--- config.mk ---
export PLATFORM = sky130hd
export DESIGN_NAME = sector_pattern_rle_decoder
export DESIGN_NICKNAME = d
export VERILOG_FILES = /design/src/rtl/spr_pkg.sv /design/src/rtl/spr_ram.sv /design/src/rtl/spr_front.sv /design/src/rtl/spr_back.sv /design/src/rtl/sector_pattern_rle_decoder.sv
export SDC_FILE = /design/constraint.sdc
export NUM_CORES = 1
export LEC_CHECK = 0
export BUFFER_PORTS_ARGS = -buffer_cell sky130_fd_sc_hd__buf_2
export CAP_MARGIN = 20
export CORE_MARGIN = 8
export CORE_UTILIZATION = 57
export CTS_CLUSTER_SIZE = 40
export DETAILED_ROUTE_END_ITERATION = 16
export HOLD_SLACK_MARGIN = 0.05
export PLACE_DENSITY_LB_ADDON = 0.3
export SYNTH_ARGS = -nofsm -noshare
export SYNTH_HDL_FRONTEND = slang
export SYNTH_SLANG_ARGS = --single-unit
export TNS_END_PERCENT = 5
--- constraint.sdc ---
create_clock -name clk -period 4.29 [get_ports clk]
set_input_delay 0.429 -clock clk [delete_from_list [all_inputs] [get_ports clk]]
set_output_delay 0.429 -clock clk [all_outputs]
set_load 0.03 [all_outputs]
--- src/rtl/spr_pkg.sv ---
// ----------------------------------------------------------------------------
// spr_pkg
// shared types for the sector pattern run-length decoder
// ----------------------------------------------------------------------------
package spr_pkg;

    typedef enum logic [2:0]
    {
        ST_OK       = 3'd0,
        ST_BUSY     = 3'd1,
        ST_BAD_TYPE = 3'd2,
        ST_PAT_BIG  = 3'd3,
        ST_OVERRUN  = 3'd4
    } spr_status_t;

    // queued input beat
    typedef struct packed
    {
        logic       tick;
        logic [7:0] data;
    } spr_item_t;

    // result beat, lowest field last
    typedef struct packed
    {
        logic [15:0] decoded_count;
        spr_status_t status;
        logic        record_end;
        logic        accepted;
        logic        out_valid;
        logic [7:0]  out_byte;
    } spr_result_t;

endpackage

--- src/rtl/spr_ram.sv ---
// ----------------------------------------------------------------------------
// spr_ram
// generic single-write, single-read ram with registered read data
// ----------------------------------------------------------------------------
module spr_ram #(
    parameter int WIDTH = 8,
    parameter int DEPTH = 16
) (
    input  logic                     clk,
    input  logic                     wr_en,
    input  logic [$clog2(DEPTH)-1:0] wr_addr,
    input  logic [WIDTH-1:0]         wr_data,
    input  logic [$clog2(DEPTH)-1:0] rd_addr,
    output logic [WIDTH-1:0]         rd_data
);

    logic [WIDTH-1:0] mem [DEPTH];

    always_ff @(posedge clk)
    begin
        if (wr_en)
        begin
            mem[wr_addr] <= wr_data;
        end
        rd_data <= mem[rd_addr];
    end

endmodule

--- src/rtl/spr_front.sv ---
// ----------------------------------------------------------------------------
// spr_front
// input side: takes beats, tags ticks, holds them in a two-entry queue
// ----------------------------------------------------------------------------
module spr_front
    import spr_pkg::*;
(
    input  logic      clk,
    input  logic      rst_n,
    input  logic      s_tvalid,
    output logic      s_tready,
    input  logic [7:0] s_tdata,  // in_byte
    input  logic      s_tuser,   // mode
    output logic      q_valid,
    output spr_item_t q_item,
    input  logic      q_pop
);

    spr_item_t  entry_reg [2];
    logic       head_reg;
    logic       head_next;
    logic       tail_reg;
    logic       tail_next;
    logic [1:0] count_reg;
    logic [1:0] count_next;
    logic       push;
    logic       pop;
    spr_item_t  item_in;

    assign s_tready     = (count_reg != 2'd2);
    assign push         = s_tvalid && s_tready;
    assign q_valid      = (count_reg != 2'd0);
    assign pop          = q_pop && q_valid;
    assign q_item       = entry_reg[head_reg];
    assign item_in.tick = s_tuser;
    assign item_in.data = s_tuser ? 8'd0 : s_tdata;

    always_comb
    begin
        head_next  = pop ? ~head_reg : head_reg;
        tail_next  = push ? ~tail_reg : tail_reg;
        count_next = count_reg + 2'(push) - 2'(pop);
    end

    always_ff @(posedge clk or negedge rst_n)
    begin
        if (!rst_n)
        begin
            head_reg  <= 1'b0;
            tail_reg  <= 1'b0;
            count_reg <= 2'd0;
        end
        else
        begin
            head_reg  <= head_next;
            tail_reg  <= tail_next;
            count_reg <= count_next;
        end
    end

    always_ff @(posedge clk)
    begin
        if (push)
        begin
            entry_reg[tail_reg] <= item_in;
        end
    end

endmodule

--- src/rtl/spr_back.sv ---
// ----------------------------------------------------------------------------
// spr_back
// record parser/run expander, a queued beat per cycle into result reg unless stalled
// ----------------------------------------------------------------------------
module spr_back
    import spr_pkg::*;
#(
    parameter int PATTERN_BYTES_LOG2 = 4
) (
    input  logic        clk,
    input  logic        rst_n,
    input  logic        q_valid,
    input  spr_item_t   q_item,
    output logic        q_pop,
    output logic        m_tvalid,
    input  logic        m_tready,
    output spr_result_t m_result
);

    localparam int PAT_DEPTH = 1 << PATTERN_BYTES_LOG2;
    localparam int AW        = PATTERN_BYTES_LOG2;
    localparam int IDX_W     = (PATTERN_BYTES_LOG2 + 1 > 3) ? PATTERN_BYTES_LOG2 + 1 : 3;
    localparam logic [7:0] PAT_MAX = 8'(PATTERN_BYTES_LOG2);

    typedef enum logic [3:0]
    {
        PH_LEN_LO,
        PH_LEN_HI,
        PH_TYPE,
        PH_RAW,
        PH_PAIRHDR,
        PH_SUBHEAD,
        PH_SUBARG,
        PH_LIT,
        PH_PAT,
        PH_EXPAND,
        PH_DROP_EXTRA,
        PH_DROP_TYPE,
        PH_DROP_PAT,
        PH_DROP_OVER
    } phase_t;

    phase_t      phase_reg,   phase_next;
    logic [1:0]  rtype_reg,   rtype_next;
    logic [15:0] payload_reg, payload_next;
    logic [15:0] run_reg,     run_next;
    logic [3:0]  log2_reg,    log2_next;
    logic [IDX_W-1:0] idx_reg, idx_next;
    logic [15:0] total_reg,   total_next;
    logic        m_valid_reg;
    spr_result_t result_reg,  result_next;

    logic          step;
    logic [7:0]    b;
    logic [IDX_W-1:0] size;
    logic          settle_en;
    logic          wr_en;
    logic [AW-1:0] wr_addr;
    logic [AW-1:0] rd_addr;
    logic [7:0]    rd_data;

    assign step     = q_valid && (!m_valid_reg || m_tready);
    assign q_pop    = step;
    assign m_tvalid = m_valid_reg;
    assign m_result = result_reg;
    assign b        = q_item.data;
    assign size     = IDX_W'(1) << log2_reg;
    assign rd_addr  = step ? idx_next[AW-1:0] : idx_reg[AW-1:0];

    spr_ram #(
        .WIDTH (8),
        .DEPTH (PAT_DEPTH)
    ) u_pattern (
        .clk     (clk),
        .wr_en   (wr_en),
        .wr_addr (wr_addr),
        .wr_data (b),
        .rd_addr (rd_addr),
        .rd_data (rd_data)
    );

    always_comb
    begin
        phase_next   = phase_reg;
        rtype_next   = rtype_reg;
        payload_next = payload_reg;
        run_next     = run_reg;
        log2_next    = log2_reg;
        idx_next     = idx_reg;
        total_next   = total_reg;
        settle_en    = 1'b0;
        wr_en        = 1'b0;
        wr_addr      = idx_reg[AW-1:0];
        result_next  = '0;
        result_next.status        = ST_OK;
        result_next.decoded_count = total_reg;

        if (q_item.tick)
        begin
            if (phase_reg == PH_EXPAND)
            begin
                result_next.out_byte  = rd_data;
                result_next.out_valid = 1'b1;
                total_next = total_reg + 16'd1;
                idx_next   = idx_reg + IDX_W'(1);
                if (idx_next >= size)
                begin
                    idx_next = '0;
                    run_next = run_reg - 16'd1;
                end
                if (run_next == 16'd0)
                begin
                    phase_next = (rtype_reg == 2'd1) ? PH_DROP_EXTRA : PH_SUBHEAD;
                end
                settle_en = 1'b1;
            end
        end
        else if (phase_reg == PH_EXPAND)
        begin
            result_next.status = ST_BUSY;
        end
        else
        begin
            result_next.accepted = 1'b1;
            case (phase_reg)
                PH_LEN_LO:
                begin
                    payload_next = {8'd0, b};
                    phase_next   = PH_LEN_HI;
                end
                PH_LEN_HI:
                begin
                    payload_next = {b, payload_reg[7:0]} - 16'd1;
                    phase_next   = PH_TYPE;
                end
                PH_TYPE:
                begin
                    idx_next = '0;
                    case (b)
                        8'd0:
                        begin
                            rtype_next = 2'd0;
                            phase_next = PH_RAW;
                        end
                        8'd1:
                        begin
                            rtype_next = 2'd1;
                            phase_next = PH_PAIRHDR;
                        end
                        8'd2:
                        begin
                            rtype_next = 2'd2;
                            phase_next = PH_SUBHEAD;
                        end
                        default:
                        begin
                            rtype_next = 2'd3;
                            phase_next = PH_DROP_TYPE;
                        end
                    endcase
                    settle_en = 1'b1;
                end
                default:
                begin
                    payload_next = payload_reg - 16'd1;
                    settle_en    = 1'b1;
                    case (phase_reg)
                        PH_RAW:
                        begin
                            result_next.out_byte  = b;
                            result_next.out_valid = 1'b1;
                            total_next = total_reg + 16'd1;
                        end
                        PH_PAIRHDR:
                        begin
                            if (idx_reg == IDX_W'(0))
                            begin
                                run_next = {8'd0, b};
                            end
                            else if (idx_reg == IDX_W'(1))
                            begin
                                run_next = {b, run_reg[7:0]};
                            end
                            else
                            begin
                                wr_en   = 1'b1;
                                wr_addr = AW'(idx_reg[0]);
                            end
                            idx_next = idx_reg + IDX_W'(1);
                            if (idx_next >= IDX_W'(4))
                            begin
                                log2_next = 4'd1;
                                idx_next  = '0;
                                if (run_next != 16'd0)
                                begin
                                    phase_next = PH_EXPAND;
                                end
                                else
                                begin
                                    phase_next = (rtype_reg == 2'd1) ? PH_DROP_EXTRA
                                                                     : PH_SUBHEAD;
                                end
                            end
                        end
                        PH_SUBHEAD:
                        begin
                            if (b == 8'd0)
                            begin
                                log2_next  = 4'd0;
                                phase_next = PH_SUBARG;
                            end
                            else if (b > PAT_MAX)
                            begin
                                phase_next = PH_DROP_PAT;
                            end
                            else
                            begin
                                log2_next  = b[3:0];
                                phase_next = PH_SUBARG;
                            end
                        end
                        PH_SUBARG:
                        begin
                            run_next = {8'd0, b};
                            idx_next = '0;
                            if (log2_reg == 4'd0)
                            begin
                                if ({8'd0, b} > payload_next)
                                begin
                                    phase_next = PH_DROP_OVER;
                                end
                                else if (b == 8'd0)
                                begin
                                    phase_next = PH_SUBHEAD;
                                end
                                else
                                begin
                                    phase_next = PH_LIT;
                                end
                            end
                            else if (16'(size) > payload_next)
                            begin
                                phase_next = PH_DROP_OVER;
                            end
                            else
                            begin
                                phase_next = PH_PAT;
                            end
                        end
                        PH_LIT:
                        begin
                            result_next.out_byte  = b;
                            result_next.out_valid = 1'b1;
                            total_next = total_reg + 16'd1;
                            run_next   = run_reg - 16'd1;
                            if (run_next == 16'd0)
                            begin
                                phase_next = PH_SUBHEAD;
                            end
                        end
                        PH_PAT:
                        begin
                            wr_en    = 1'b1;
                            wr_addr  = idx_reg[AW-1:0];
                            idx_next = idx_reg + IDX_W'(1);
                            if (idx_next >= size)
                            begin
                                idx_next = '0;
                                if (run_reg != 16'd0)
                                begin
                                    phase_next = PH_EXPAND;
                                end
                                else
                                begin
                                    phase_next = (rtype_reg == 2'd1) ? PH_DROP_EXTRA
                                                                     : PH_SUBHEAD;
                                end
                            end
                        end
                        default:
                        begin
                        end
                    endcase
                end
            endcase
        end

        if (settle_en)
        begin
            case (phase_next)
                PH_EXPAND:    result_next.status = ST_BUSY;
                PH_DROP_TYPE: result_next.status = ST_BAD_TYPE;
                PH_DROP_PAT:  result_next.status = ST_PAT_BIG;
                PH_DROP_OVER: result_next.status = ST_OVERRUN;
                default:      result_next.status = ST_OK;
            endcase
            result_next.decoded_count = total_next;
            if (payload_next == 16'd0 && phase_next != PH_EXPAND)
            begin
                if (phase_next inside {PH_PAIRHDR, PH_SUBARG, PH_LIT, PH_PAT})
                begin
                    result_next.status = ST_OVERRUN;
                end
                phase_next             = PH_LEN_LO;
                total_next             = 16'd0;
                result_next.record_end = 1'b1;
            end
        end

        if (!step)
        begin
            wr_en = 1'b0;
        end
    end

    always_ff @(posedge clk or negedge rst_n)
    begin
        if (!rst_n)
        begin
            phase_reg   <= PH_LEN_LO;
            rtype_reg   <= 2'd0;
            payload_reg <= 16'd0;
            run_reg     <= 16'd0;
            log2_reg    <= 4'd0;
            idx_reg     <= '0;
            total_reg   <= 16'd0;
            m_valid_reg <= 1'b0;
        end
        else
        begin
            if (step)
            begin
                phase_reg   <= phase_next;
                rtype_reg   <= rtype_next;
                payload_reg <= payload_next;
                run_reg     <= run_next;
                log2_reg    <= log2_next;
                idx_reg     <= idx_next;
                total_reg   <= total_next;
                m_valid_reg <= 1'b1;
            end
            else if (m_tready)
            begin
                m_valid_reg <= 1'b0;
            end
        end
    end

    always_ff @(posedge clk)
    begin
        if (step)
        begin
            result_reg <= result_next;
        end
    end

endmodule

--- src/rtl/sector_pattern_rle_decoder.sv ---
// ----------------------------------------------------------------------------
// sector_pattern_rle_decoder
// decodes pattern run-length sector records, one encoded byte or tick per beat
//
//   channel  dir  payload
//   s_*      in   tdata[7:0] in_byte, tuser mode (1 = tick)
//   m_*      out  tdata: out_byte, accepted, status, decoded_count
//                 (low bit up, zero padded); tuser out_valid; tlast record_end
//
// one beat per cycle sustained unless m_* stalls; beats pass queue, result reg
// the back end's state update is the loop that sets the rate
// a two-entry queue sits between input and parser; the result register
// stalls the parser only while m_tready is low and a result is held
// reset is asynchronous and clears the queue, parser state and result valid
// ----------------------------------------------------------------------------
module sector_pattern_rle_decoder
    import spr_pkg::*;
#(
    parameter int PATTERN_BYTES_LOG2 = 4
) (
    input  logic        clk,
    input  logic        rst_n,
    input  logic        s_tvalid,
    output logic        s_tready,
    input  logic [7:0]  s_tdata,   // in_byte
    input  logic        s_tuser,   // mode
    output logic        m_tvalid,
    input  logic        m_tready,
    output logic [31:0] m_tdata,   // out_byte, accepted, status, decoded_count
    output logic        m_tuser,   // out_valid
    output logic        m_tlast    // record_end
);

    logic        q_valid;
    logic        q_pop;
    spr_item_t   q_item;
    spr_result_t result;

    spr_front u_front (
        .clk      (clk),
        .rst_n    (rst_n),
        .s_tvalid (s_tvalid),
        .s_tready (s_tready),
        .s_tdata  (s_tdata),
        .s_tuser  (s_tuser),
        .q_valid  (q_valid),
        .q_item   (q_item),
        .q_pop    (q_pop)
    );

    spr_back #(
        .PATTERN_BYTES_LOG2 (PATTERN_BYTES_LOG2)
    ) u_back (
        .clk      (clk),
        .rst_n    (rst_n),
        .q_valid  (q_valid),
        .q_item   (q_item),
        .q_pop    (q_pop),
        .m_tvalid (m_tvalid),
        .m_tready (m_tready),
        .m_result (result)
    );

    assign m_tdata = {4'd0, result.decoded_count, result.status, result.accepted,
                      result.out_byte};
    assign m_tuser = result.out_valid;
    assign m_tlast = result.record_end;

endmodule
# Word-level counts from Yosys, hierarchy flattened
# Memory sizes are Yosys's and may differ from the RTL's. A register that Yosys moved wholly into a read port is not among the register bits.
# Index checks and enable logic that the tools add are counted.
# totals
ram_bits	146
register_bits	98
memories	2
input_bits	13
out_inout_bits	36
# mem_list
memory	depth	width	rd	rd_ports_with_merged_regs	write_ports	line	source
u_back.u_pattern.mem	16	8	1	1	1	spr_ram.sv:17	logic [WIDTH-1:0] mem [DEPTH];
u_front.entry_reg	2	9	1	0	1	spr_front.sv:19	spr_item_t entry_reg [2];
# op_classes
addsub	7
bitwise	5
muxes	93
n_eq_ne	29
n_reduce_logical	28
order_cmp	5
shifts	1
# op_table
cell	count
2-to-1 mux 16 bit	22
2-to-1 mux 4 bit	27
case mux 16 bit (3 select lines)	2
zero test 16 bit	3
subtractor 16 x 1 -> 16 bit (second input constant)	3
2-to-1 mux 9 bit	4
nonzero test 16 bit	2
equality test 4 x 3 -> 1 bit (second input constant)	7
equality test 4 bit (second input constant)	7
2-to-1 mux 5 bit	5
case mux 4 bit (3 select lines)	2
2-to-1 mux 20 bit	1
case mux 4 bit (5 select lines)	1
2-to-1 mux 1 bit	17
adder 16 x 1 -> 16 bit (second input constant)	1
> comparator 5 x 16 -> 1 bit	1
> comparator 8 x 16 -> 1 bit	1
case mux 5 bit (3 select lines)	1
case mux 3 bit (4 select lines)	1
2-to-1 mux 10 bit	1
case mux 5 bit (2 select lines)	1
AND reduction 5 bit	2
2-to-1 mux 3 bit	3
equality test 4 x 2 -> 1 bit (second input constant)	2
35 further kinds	51

# Longest topological paths before layout
# Gate-level depths: netlist (run 1).
# depth
ltp_word	19
depth_mapped	16
mapped_depth_nobuf	14

# Cells and area by module
# Synthesis (run 1) repeated with hierarchy kept, for this count alone.
# unflattened
hier_cells	1237
area_unflattened_um2	13853.3
# by_module_without_submodules
module	seq_area_each_um2	cells_each	area_each_um2	n_inst
spr_back	2502.4	950	7776.2	1
spr_ram	4003.8	229	5147.4	1
spr_front	640.6	53	895.9	1
sector_pattern_rle_decoder	0.0	5	33.8	1

# Least setup slack after synthesis (run 1)
# Ideal clock, no wire load.
# synth_timing
kind	flip-flop to flip-flop
from	reg u_back.idx_reg[0]
to	reg u_back.u_pattern.rd_data[6] (read register of u_back.u_pattern.mem)
setup_time_ns	0.124
path_buffers	3
synth_period_minus_slack_ns	4.188
slack_ns	0.102
path_stages_with_launch	14
arrival_ns	4.064
t_required_ns	4.166
cell_sequence	dfrtp_1 > clkbuf_1 > inv_1 > ha_1 > ha_1 > a31oi_1 > o21ai_1 > clkbuf_1 > o22ai_1 > a221oi_1 > buf_2 > mux4_2 > mux2i_1 > mux2i_1
# synth_via
elab_chain_cells	8
# synth_lines
item	line	source
from (decl)	spr_back.sv:48	logic [IDX_W-1:0] idx_reg, idx_next;
from (signal assigned)	spr_back.sv:338	idx_reg <= idx_next;
adder 5 x 1 -> 5 bit	spr_back.sv:105, spr_back.sv:189, spr_back.sv:265	
>= comparator 5 bit or >= comparator 5 x 3 -> 1 bit (tied branches)	spr_back.sv:106, spr_back.sv:266, spr_back.sv:190	
2-to-1 mux 5 bit (on tied branches)	spr_back.sv:106, spr_back.sv:266, spr_back.sv:190	
case mux 5 bit (3 select lines)	spr_back.sv:167	case (phase_reg)
case mux 5 bit (2 select lines)	spr_back.sv:125	case (phase_reg)
2-to-1 mux 5 bit	spr_back.sv:118	else if (phase_reg == PH_EXPAND)
2-to-1 mux 5 bit	spr_back.sv:98	if (q_item.tick)
2-to-1 mux 4 bit (*)	spr_back.sv:68	assign rd_addr = step ? idx_next[AW-1:0] : idx_reg[AW-1:0];
to (decl)	spr_ram.sv:14	output logic [WIDTH-1:0] rd_data
# Mark *: on every way between the ends. The rest lies on a longest branch, timed or not. The select of a mux whose other input is x is not followed.
# A chain may end at the register's enable or synchronous reset.

# Worst setup path in the final report (run 1)
# layout_timing
from	reg u_back.idx_reg[1]
to	reg u_back.total_reg[14]
# layout_via
elab_chain_cells	18
# layout_lines
item	line	source
equality test 5 x 1 -> 1 bit	spr_back.sv:180	else if (idx_reg == IDX_W'(1))
2-to-1 mux 16 bit	spr_back.sv:180	
2-to-1 mux 16 bit	spr_back.sv:176	if (idx_reg == IDX_W'(0))
2-to-1 mux 16 bit	spr_back.sv:167	
2-to-1 mux 16 bit	spr_back.sv:125	
2-to-1 mux 16 bit	spr_back.sv:118	
2-to-1 mux 16 bit	spr_back.sv:98	
nonzero test 16 bit	spr_back.sv:194	if (run_next != 16'd0)
[... 2 more ...]	--	
case mux 4 bit (5 select lines)	spr_back.sv:167	
case mux 4 bit (3 select lines)	spr_back.sv:125	
2-to-1 mux 4 bit	spr_back.sv:118	
2-to-1 mux 4 bit (*)	spr_back.sv:98	
!= test 4 bit (*)	spr_back.sv:298	if (payload_next == 16'd0 && phase_next != PH_EXPAND)
logical AND 1 bit (*)	spr_back.sv:298	
2-to-1 mux 16 bit (*)	spr_back.sv:298	
2-to-1 mux 16 bit (*)	spr_back.sv:288	if (settle_en)
to (signal assigned)	spr_back.sv:339	total_reg <= total_next;
to (decl)	spr_back.sv:49	logic [15:0] total_reg, total_next;
# Marks and branches as above.

==> flow_metrics.tcl, run 1 <==
set metrics [dict create \
    largest_register_ffs 128 \
    worstSkewPairLatency_ns 0.55 \
    arrival_ns 4.44 \
    clockRootBuffer "clkbuf_16" \
    ys_seq_area_share_pct 52.7 \
    placed_area_um2 14400 \
    r2r_slack_ns 0.30 \
    crit_path_start "u_back.idx_reg[1]$_DFFE_PN0P_" \
    power_leakage_nw 5.73 \
    clkSinkCount 252 \
    slowest_stage "a311o_1" \
    cts_max_level 1 \
    crit_chain "ha_2 -> nand3_1 -> xnor2_1 -> ha_1 -> a21oi_1 -> o21ai_1 -> buf_4 -> o41ai_1 -> nand4_1 -> a311o_1 -> a41oi_1 -> a21oi_1 -> a21o_1" \
    setup_viol 0 \
    fin_tns_setup_ns 0 \
    cp-end-kind "flip-flop" \
    finalMaxSlewViolations 0 \
    dp_hpwl_um 25100 \
    finalCritPeriodShare_pct 93.1 \
    p_int_w 0.00690 \
    combPwrFrac_pct 49.2 \
    endpoint "u_back.total_reg[14]$_DFFE_PN0P_" \
    drtPass1Iterations 6 \
    synth-edff-count 176 \
    switching_share_pct 43.1 \
    die_h_um 170 \
    timing.final.crit_period_ns 3.99 \
    grt_max_degree 59 \
    grt_antenna_before_repair 0 \
    p_sw_w 0.00522 \
    start_util_pct 58.0 \
    portBuffers 44 \
    netlist_top_cells_area "edfxtp_1 (39%), dfrtp_1 (13%), mux4_2 (5.3%)" \
    peakVddDrop_uv 467 \
    yosysTopAreaCell "edfxtp_1" \
    synth_top_area_share_pct 39.0 \
    clkPwrFrac_pct 19.9 \
    grt_first_pass_wirelength_um 57800 \
    async_flop_share_pct 27.0 \
    cp.required_ns 4.74 \
    r2r-start "u_back.idx_reg[1]$_DFFE_PN0P_" \
    powerDensity_nw_per_um2 787 \
    cp.buffers_inverters 1 \
    num_vias 10500 \
    ys.flop_type "edfxtp_1" \
    reg2reg_depth 13 \
    dieArea_um2 29000 \
    tightest_slew_ns 0.890 \
    cp_max_fo 9 \
    cts_buffers 25 \
    fin_nets 1322 \
    grt_pass1_vias 10200 \
    drv_cap 0 \
    crit_cells 13 \
    finalHoldViolations 0 \
    cp_slowest_stage_delay_ns 0.54 \
    routedWlPerCell_um 22.7 \
    ant_nets 0 \
    worst_clock_skew_ns 0.0198 \
    slew_headroom_pct 40.6 \
    rows 56 \
    grt_usage_pct 25.5 \
    antenna_cells 0 \
    final_area_um2 15400 \
    yosys_warnings 0 \
    seqPwrFrac_pct 30.9 \
    status "finished, final reports clean" \
    post_cts_buffers 0 \
    die_width_um 170 \
    ios 49 \
    yosys_register_bits 252 \
    core-area_um2 23400 \
    hold_depth 3 \
    area_delta_synth_final_pct 13.5 \
    drtIter0Drc 1271 \
    clockBufferDepth 3 \
    crit_type "flip-flop to flip-flop" \
    rsz0062_at_grt "no" \
    final_common_cell "edfxtp_1" \
    gr-total-overflow 0 \
    drc 0 \
    viasPerCell 6.46 \
    synth_cell_type_count 86 \
    worstSetupStartpointType "flip-flop" \
    synthCells 1215 \
    cts_tree "done" \
    gp_congestion 0.964 \
    fmax_ghz 0.250 \
    crit_top_cell "a21oi_1" \
    synth_area_um2 13600 \
    clkTransAtPathRegs_ns 0.07 \
    syn-mean-instance-area_um2 11.2 \
    drive_above_1_share_pct 17.4 \
    hp-class "input port to flip-flop" \
    r2r-end "u_back.total_reg[14]$_DFFE_PN0P_" \
    wl_um 36800 \
    mostFrequentLayoutCells "edfxtp_1 (176), nor2_1 (101), nand2_1 (96)" \
    crit_family "compound AO/OA/AOI/OAI gates" \
]
[logic make-up after synthesis]
logic type                 after synthesis  synth area share [%]
and+or+nand+nor                        411                  15.4
AOI/OAI and AO/OA                      279                  13.9
DFF                                    252                  52.7
buffers and inverters                  117                  3.55
muxes                                   74                  8.44
xor gates and xnor gates                53                  3.42
adders and majority gates               28                  2.57
other                                    1                0.0276
[tightest hold or removal path, stage by stage]
cell	delay (ns)
buf_2	0.07
nand2b_1	0.13
nand2_1	0.06
[worst min path at each step]
stage | from | endpoint | slack [ns]
5_1_grt | m_tready | u_back.m_tvalid$_DFFE_PN0P_ | 0.18
6_report | m_tready | u_back.m_tvalid$_DFFE_PN0P_ | 0.18
4_1_cts | m_tready | u_back.m_tvalid$_DFFE_PN0P_ | 0.16
2_1_floorplan | rst_n | u_back.idx_reg[0]$_DFFE_PN0P_ | 0.13
3_3_place_gp | u_front.tail_reg$_DFFE_PN0P_ | u_front.tail_reg$_DFFE_PN0P_ | 0.48
3_5_place_dp | u_front.tail_reg$_DFFE_PN0P_ | u_front.tail_reg$_DFFE_PN0P_ | 0.49
[metrics by stage]
step,utilization (%),hold WS (ns),instances,setup slack [ns],power [W]
floorplan,-,0.133,1218,0.102,0.00769
CTS,65.7,0.165,1620,0.260,0.0120
global placement,61.7,0.479,1573,0.363,0.00950
finish,65.8,0.182,1620,0.296,0.0121
detailed placement,61.7,0.487,1573,0.298,0.00959
global route,65.8,0.183,1620,0.0580,0.0128
[synth_stat cells, types with 6 or more instances]
cell type	instances
o21ai_0	66
a21o_1	9
a22o_1	14
nand3_1	39
dfxtp_1	8
ha_1	27
xor2_1	20
a211oi_1	9
dfrtp_1	68
a31oi_1	11
o211ai_1	10
buf_1	6
inv_1	33
nand3b_1	7
or3_1	13
a21oi_1	63
and2_1	7
mux4_2	32
nor2b_1	14
or2_2	8
nand2b_1	9
nand4_1	11
nand2_1	96
and3_1	6
and4_1	7
mux2i_1	39
xnor2_1	33
a221oi_1	10
buf_2	10
o31ai_1	9
nor2_1	101
edfxtp_1	176
nor4_1	15
or4_1	8
clkbuf_1	59
nor3_1	46
[layer usage]
| layer | vias up | global-route usage, % | share of wire (%) |
|---|---|---|---|
| met5 | - | 0 | 0 |
| met4 | 0 | 9.23 | 3.9 |
| met3 | 99 | 4.73 | 8.4 |
| met2 | 506 | 41.4 | 47 |
| met1 | 5103 | 33.8 | 41 |
| li1 | 4757 | - | - |
[repair_timing]
action / CTS / global route
hold buffers: 1 / 0
resized for setup: 0 / 2
setup endpoints to repair: 0 / 3
endpoints found under the hold margin: 31 / 0
[power by group through the flow]
| stage | registers, W | clock network, W | logic [W] |
|---|---|---|---|
| finish | 0.00375 | 0.00241 | 0.00596 |
| global route | 0.00380 | 0.00254 | 0.00642 |
| CTS | 0.00373 | 0.00245 | 0.00587 |
| detailed placement | 0.00377 | 0 | 0.00583 |
| global placement | 0.00375 | 0 | 0.00575 |
| floorplan | 0.00375 | 0 | 0.00395 |
[final cells by class]
cell class | instances | area, um^2
sequential | 252 | 7150
multi-input combinational | 849 | 5980
clock buffer | 36 | 812
tap | 319 | 399
fill | 1812 | 8010
inverter | 36 | 135
clock inverter | 10 | 126
timing repair buffer | 118 | 791
Power figures use the tool's default switching activity.
==> run 2: changes to the inputs <==
BUFFER_PORTS_ARGS = -buffer_cell sky130_fd_sc_hd__buf_4   (was -buffer_cell sky130_fd_sc_hd__buf_2)
==> run 2 against run 1 <==
  * Non-clock buffer count down 8
  * Sequential cell count unchanged
  * Global-route usage hardly changed
  * Sequential share of layout area is 0.053 points higher
  * Clock skew fell by 0.0056 ns
  * Cell area decreased by 0.11%
  * Critical endpoint unchanged
  * Fmax decreased by 1.5%
  * First-iteration DRC count is 6.4% higher
  * Combinational power about the same
  * Utilization decreased by 0.075 points
==> flow_metrics.tcl, run 2 (same netlist as run 1, synthesis figures left out) <==
set metrics [dict create \
    status "finished, final reports clean" \
    clockRootBuffer "clkbuf_16" \
    portBuffers 44 \
    cp.required_ns 4.72 \
    rsz0062_at_grt "no" \
    setup_viol 0 \
    routedWlPerCell_um 23.0 \
    antenna_cells 0 \
    drtIter0Drc 1352 \
    cts_buffers 26 \
    crit_type "flip-flop to flip-flop" \
    finalHoldViolations 0 \
    clockBufferDepth 3 \
    finalCritPeriodShare_pct 94.5 \
    fmax_ghz 0.247 \
    peakVddDrop_uv 417 \
    arrival_ns 4.48 \
    fin_tns_setup_ns 0 \
    largest_register_ffs 128 \
    r2r-end "u_back.total_reg[14]$_DFFE_PN0P_" \
    drtPass1Iterations 6 \
    start_util_pct 58.0 \
    gr-total-overflow 0 \
    timing.final.crit_period_ns 4.05 \
    drc 0 \
    drive_above_1_share_pct 16.9 \
    grt_usage_pct 25.5 \
    met2_length_um 17300 \
    gp_congestion 0.986 \
    worstSetupStartpointType "flip-flop" \
    crit_path_start "u_back.log2_reg[2]$_DFFE_PN0P_" \
    dp_hpwl_um 24700 \
    ant_nets 0 \
    cts_tree "done" \
    power_leakage_nw 5.69 \
    cp_max_fo 9 \
    clkSinkCount 252 \
    core-area_um2 23400 \
    r2r-start "u_back.log2_reg[2]$_DFFE_PN0P_" \
    wl_um 37100 \
    clkTransAtPathRegs_ns 0.06 \
    wl_met3_um 3360 \
    finalMaxSlewViolations 0 \
    final_common_cell "edfxtp_1" \
    slew_headroom_pct 36.2 \
    hp-class "input port to async pin" \
    grt_antenna_before_repair 0 \
    top_layer "met4" \
    grt_max_degree 69 \
    grt_pass1_vias 10000 \
    die_h_um 170 \
    dieArea_um2 29000 \
    cp-end-kind "flip-flop" \
    worstSkewPairLatency_ns 0.53 \
    endpoint "u_back.total_reg[14]$_DFFE_PN0P_" \
    rows 56 \
    tightest_slew_ns 0.956 \
    die_width_um 170 \
    ios 49 \
    post_cts_buffers 0 \
    cts_hold_buf 0 \
    viasPerCell 6.56 \
    cts_max_level 1 \
    fin_nets 1315 \
    grt_first_pass_wirelength_um 58100 \
    dp.cells 1566 \
    area_delta_synth_final_pct 13.3 \
    final_cell_count_no_fill 1612 \
    reg2reg_depth 14 \
    powerDensity_nw_per_um2 779 \
    met1_length_um 15100 \
    worst_clock_skew_ns 0.0142 \
    drv_cap 0 \
    mostFrequentLayoutCells "edfxtp_1 (176), buf_4 (109), nor2_1 (101)" \
    r2r_slack_ns 0.24 \
    num_vias 10600 \
    fin_util_pct 65.7 \
]
==> run 2: cell count changes in the layout (fill, tap and decap cells not counted), moves of 2 or more <==
| cell | before | now |
|---|---|---|
| clkbuf_8 | 6 | 4 |
| clkinv_2 | 2 | 4 |
| buf_2 | 44 | 0 |
| clkbuf_1 | 1 | 3 |
| buf_4 | 72 | 109 |
==> run 2: metal layers <==
layer,global-route usage (%),vias up
li1,-,4742
met5,0,-
met1,34.7,5131
met2,40.5,604
met3,4.63,92
met4,9.23,0
==> run 2: timing repair <==
action,in CTS,in global routing
endpoints found under the setup margin,0,29
gates resized for setup,0,3
hold endpoints to repair,0,0
==> run 2: power breakdown <==
group / total (W) / leakage [nW] / switching [W] / internal [W]
clock: 0.00225 / 0.425 / 0.000936 / 0.00132
combinational: 0.00595 / 2.72 / 0.00375 / 0.00220
sequential: 0.00377 / 2.54 / 0.000505 / 0.00327
total: 0.0120 / 5.69 / 0.00519 / 0.00679
==> run 2: worst min path at each step <==
stage | endpoint | depth (start not counted) | slack, ns | from
5_1_grt | u_front.tail_reg$_DFFE_PN0P_ | 1 | 0.12 | rst_n
3_5_place_dp | u_back.log2_reg[2]$_DFFE_PN0P_ | 2 | 0.49 | u_back.log2_reg[2]$_DFFE_PN0P_
3_3_place_gp | u_front.tail_reg$_DFFE_PN0P_ | 1 | 0.48 | u_front.tail_reg$_DFFE_PN0P_
2_1_floorplan | u_back.idx_reg[0]$_DFFE_PN0P_ | 0 | 0.13 | rst_n
6_report | u_front.tail_reg$_DFFE_PN0P_ | 1 | 0.04 | rst_n
4_1_cts | u_back.run_reg[10]$_DFFE_PN0P_ | 1 | 0.08 | rst_n
==> run 2: critical path: stages, from the launching register on <==
cell and delay, ns:
dfrtp_1 0.39, nor2_1 0.22, nand2_1 0.07, or2_2 0.29, ha_1 0.30, a21o_1 0.18, a31oi_1 0.26, o21ai_2 0.19
buf_4 0.21, o41ai_2 0.45, nand4_1 0.29, a311o_1 0.55, a41oi_1 0.32, a21oi_1 0.07, a21o_1 0.15
==> run 2: stage by stage <==
stage | hold WS, ns | setup slack (ns) | total power, W | instance area (um^2)
2_1_floorplan | 0.133 | 0.102 | 0.00769 | 13600
3_3_place_gp | 0.477 | 0.127 | 0.00948 | 14500
3_5_place_dp | 0.492 | 0.105 | 0.00956 | 14500
4_1_cts | 0.0768 | 0.0547 | 0.0119 | 15400
5_1_grt | 0.123 | 0.0285 | 0.0126 | 15400
6_report | 0.0398 | 0.236 | 0.0120 | 15400
==> run 2: area by class of cell <==
class,instances,area (um^2)
flip-flops and latches,252,7150
repair buffers,110,838
clock inverters,11,103
multi-input cells,849,5980
clock buffers,35,767
inverters,36,135
well taps,319,399
fillers,1804,8030
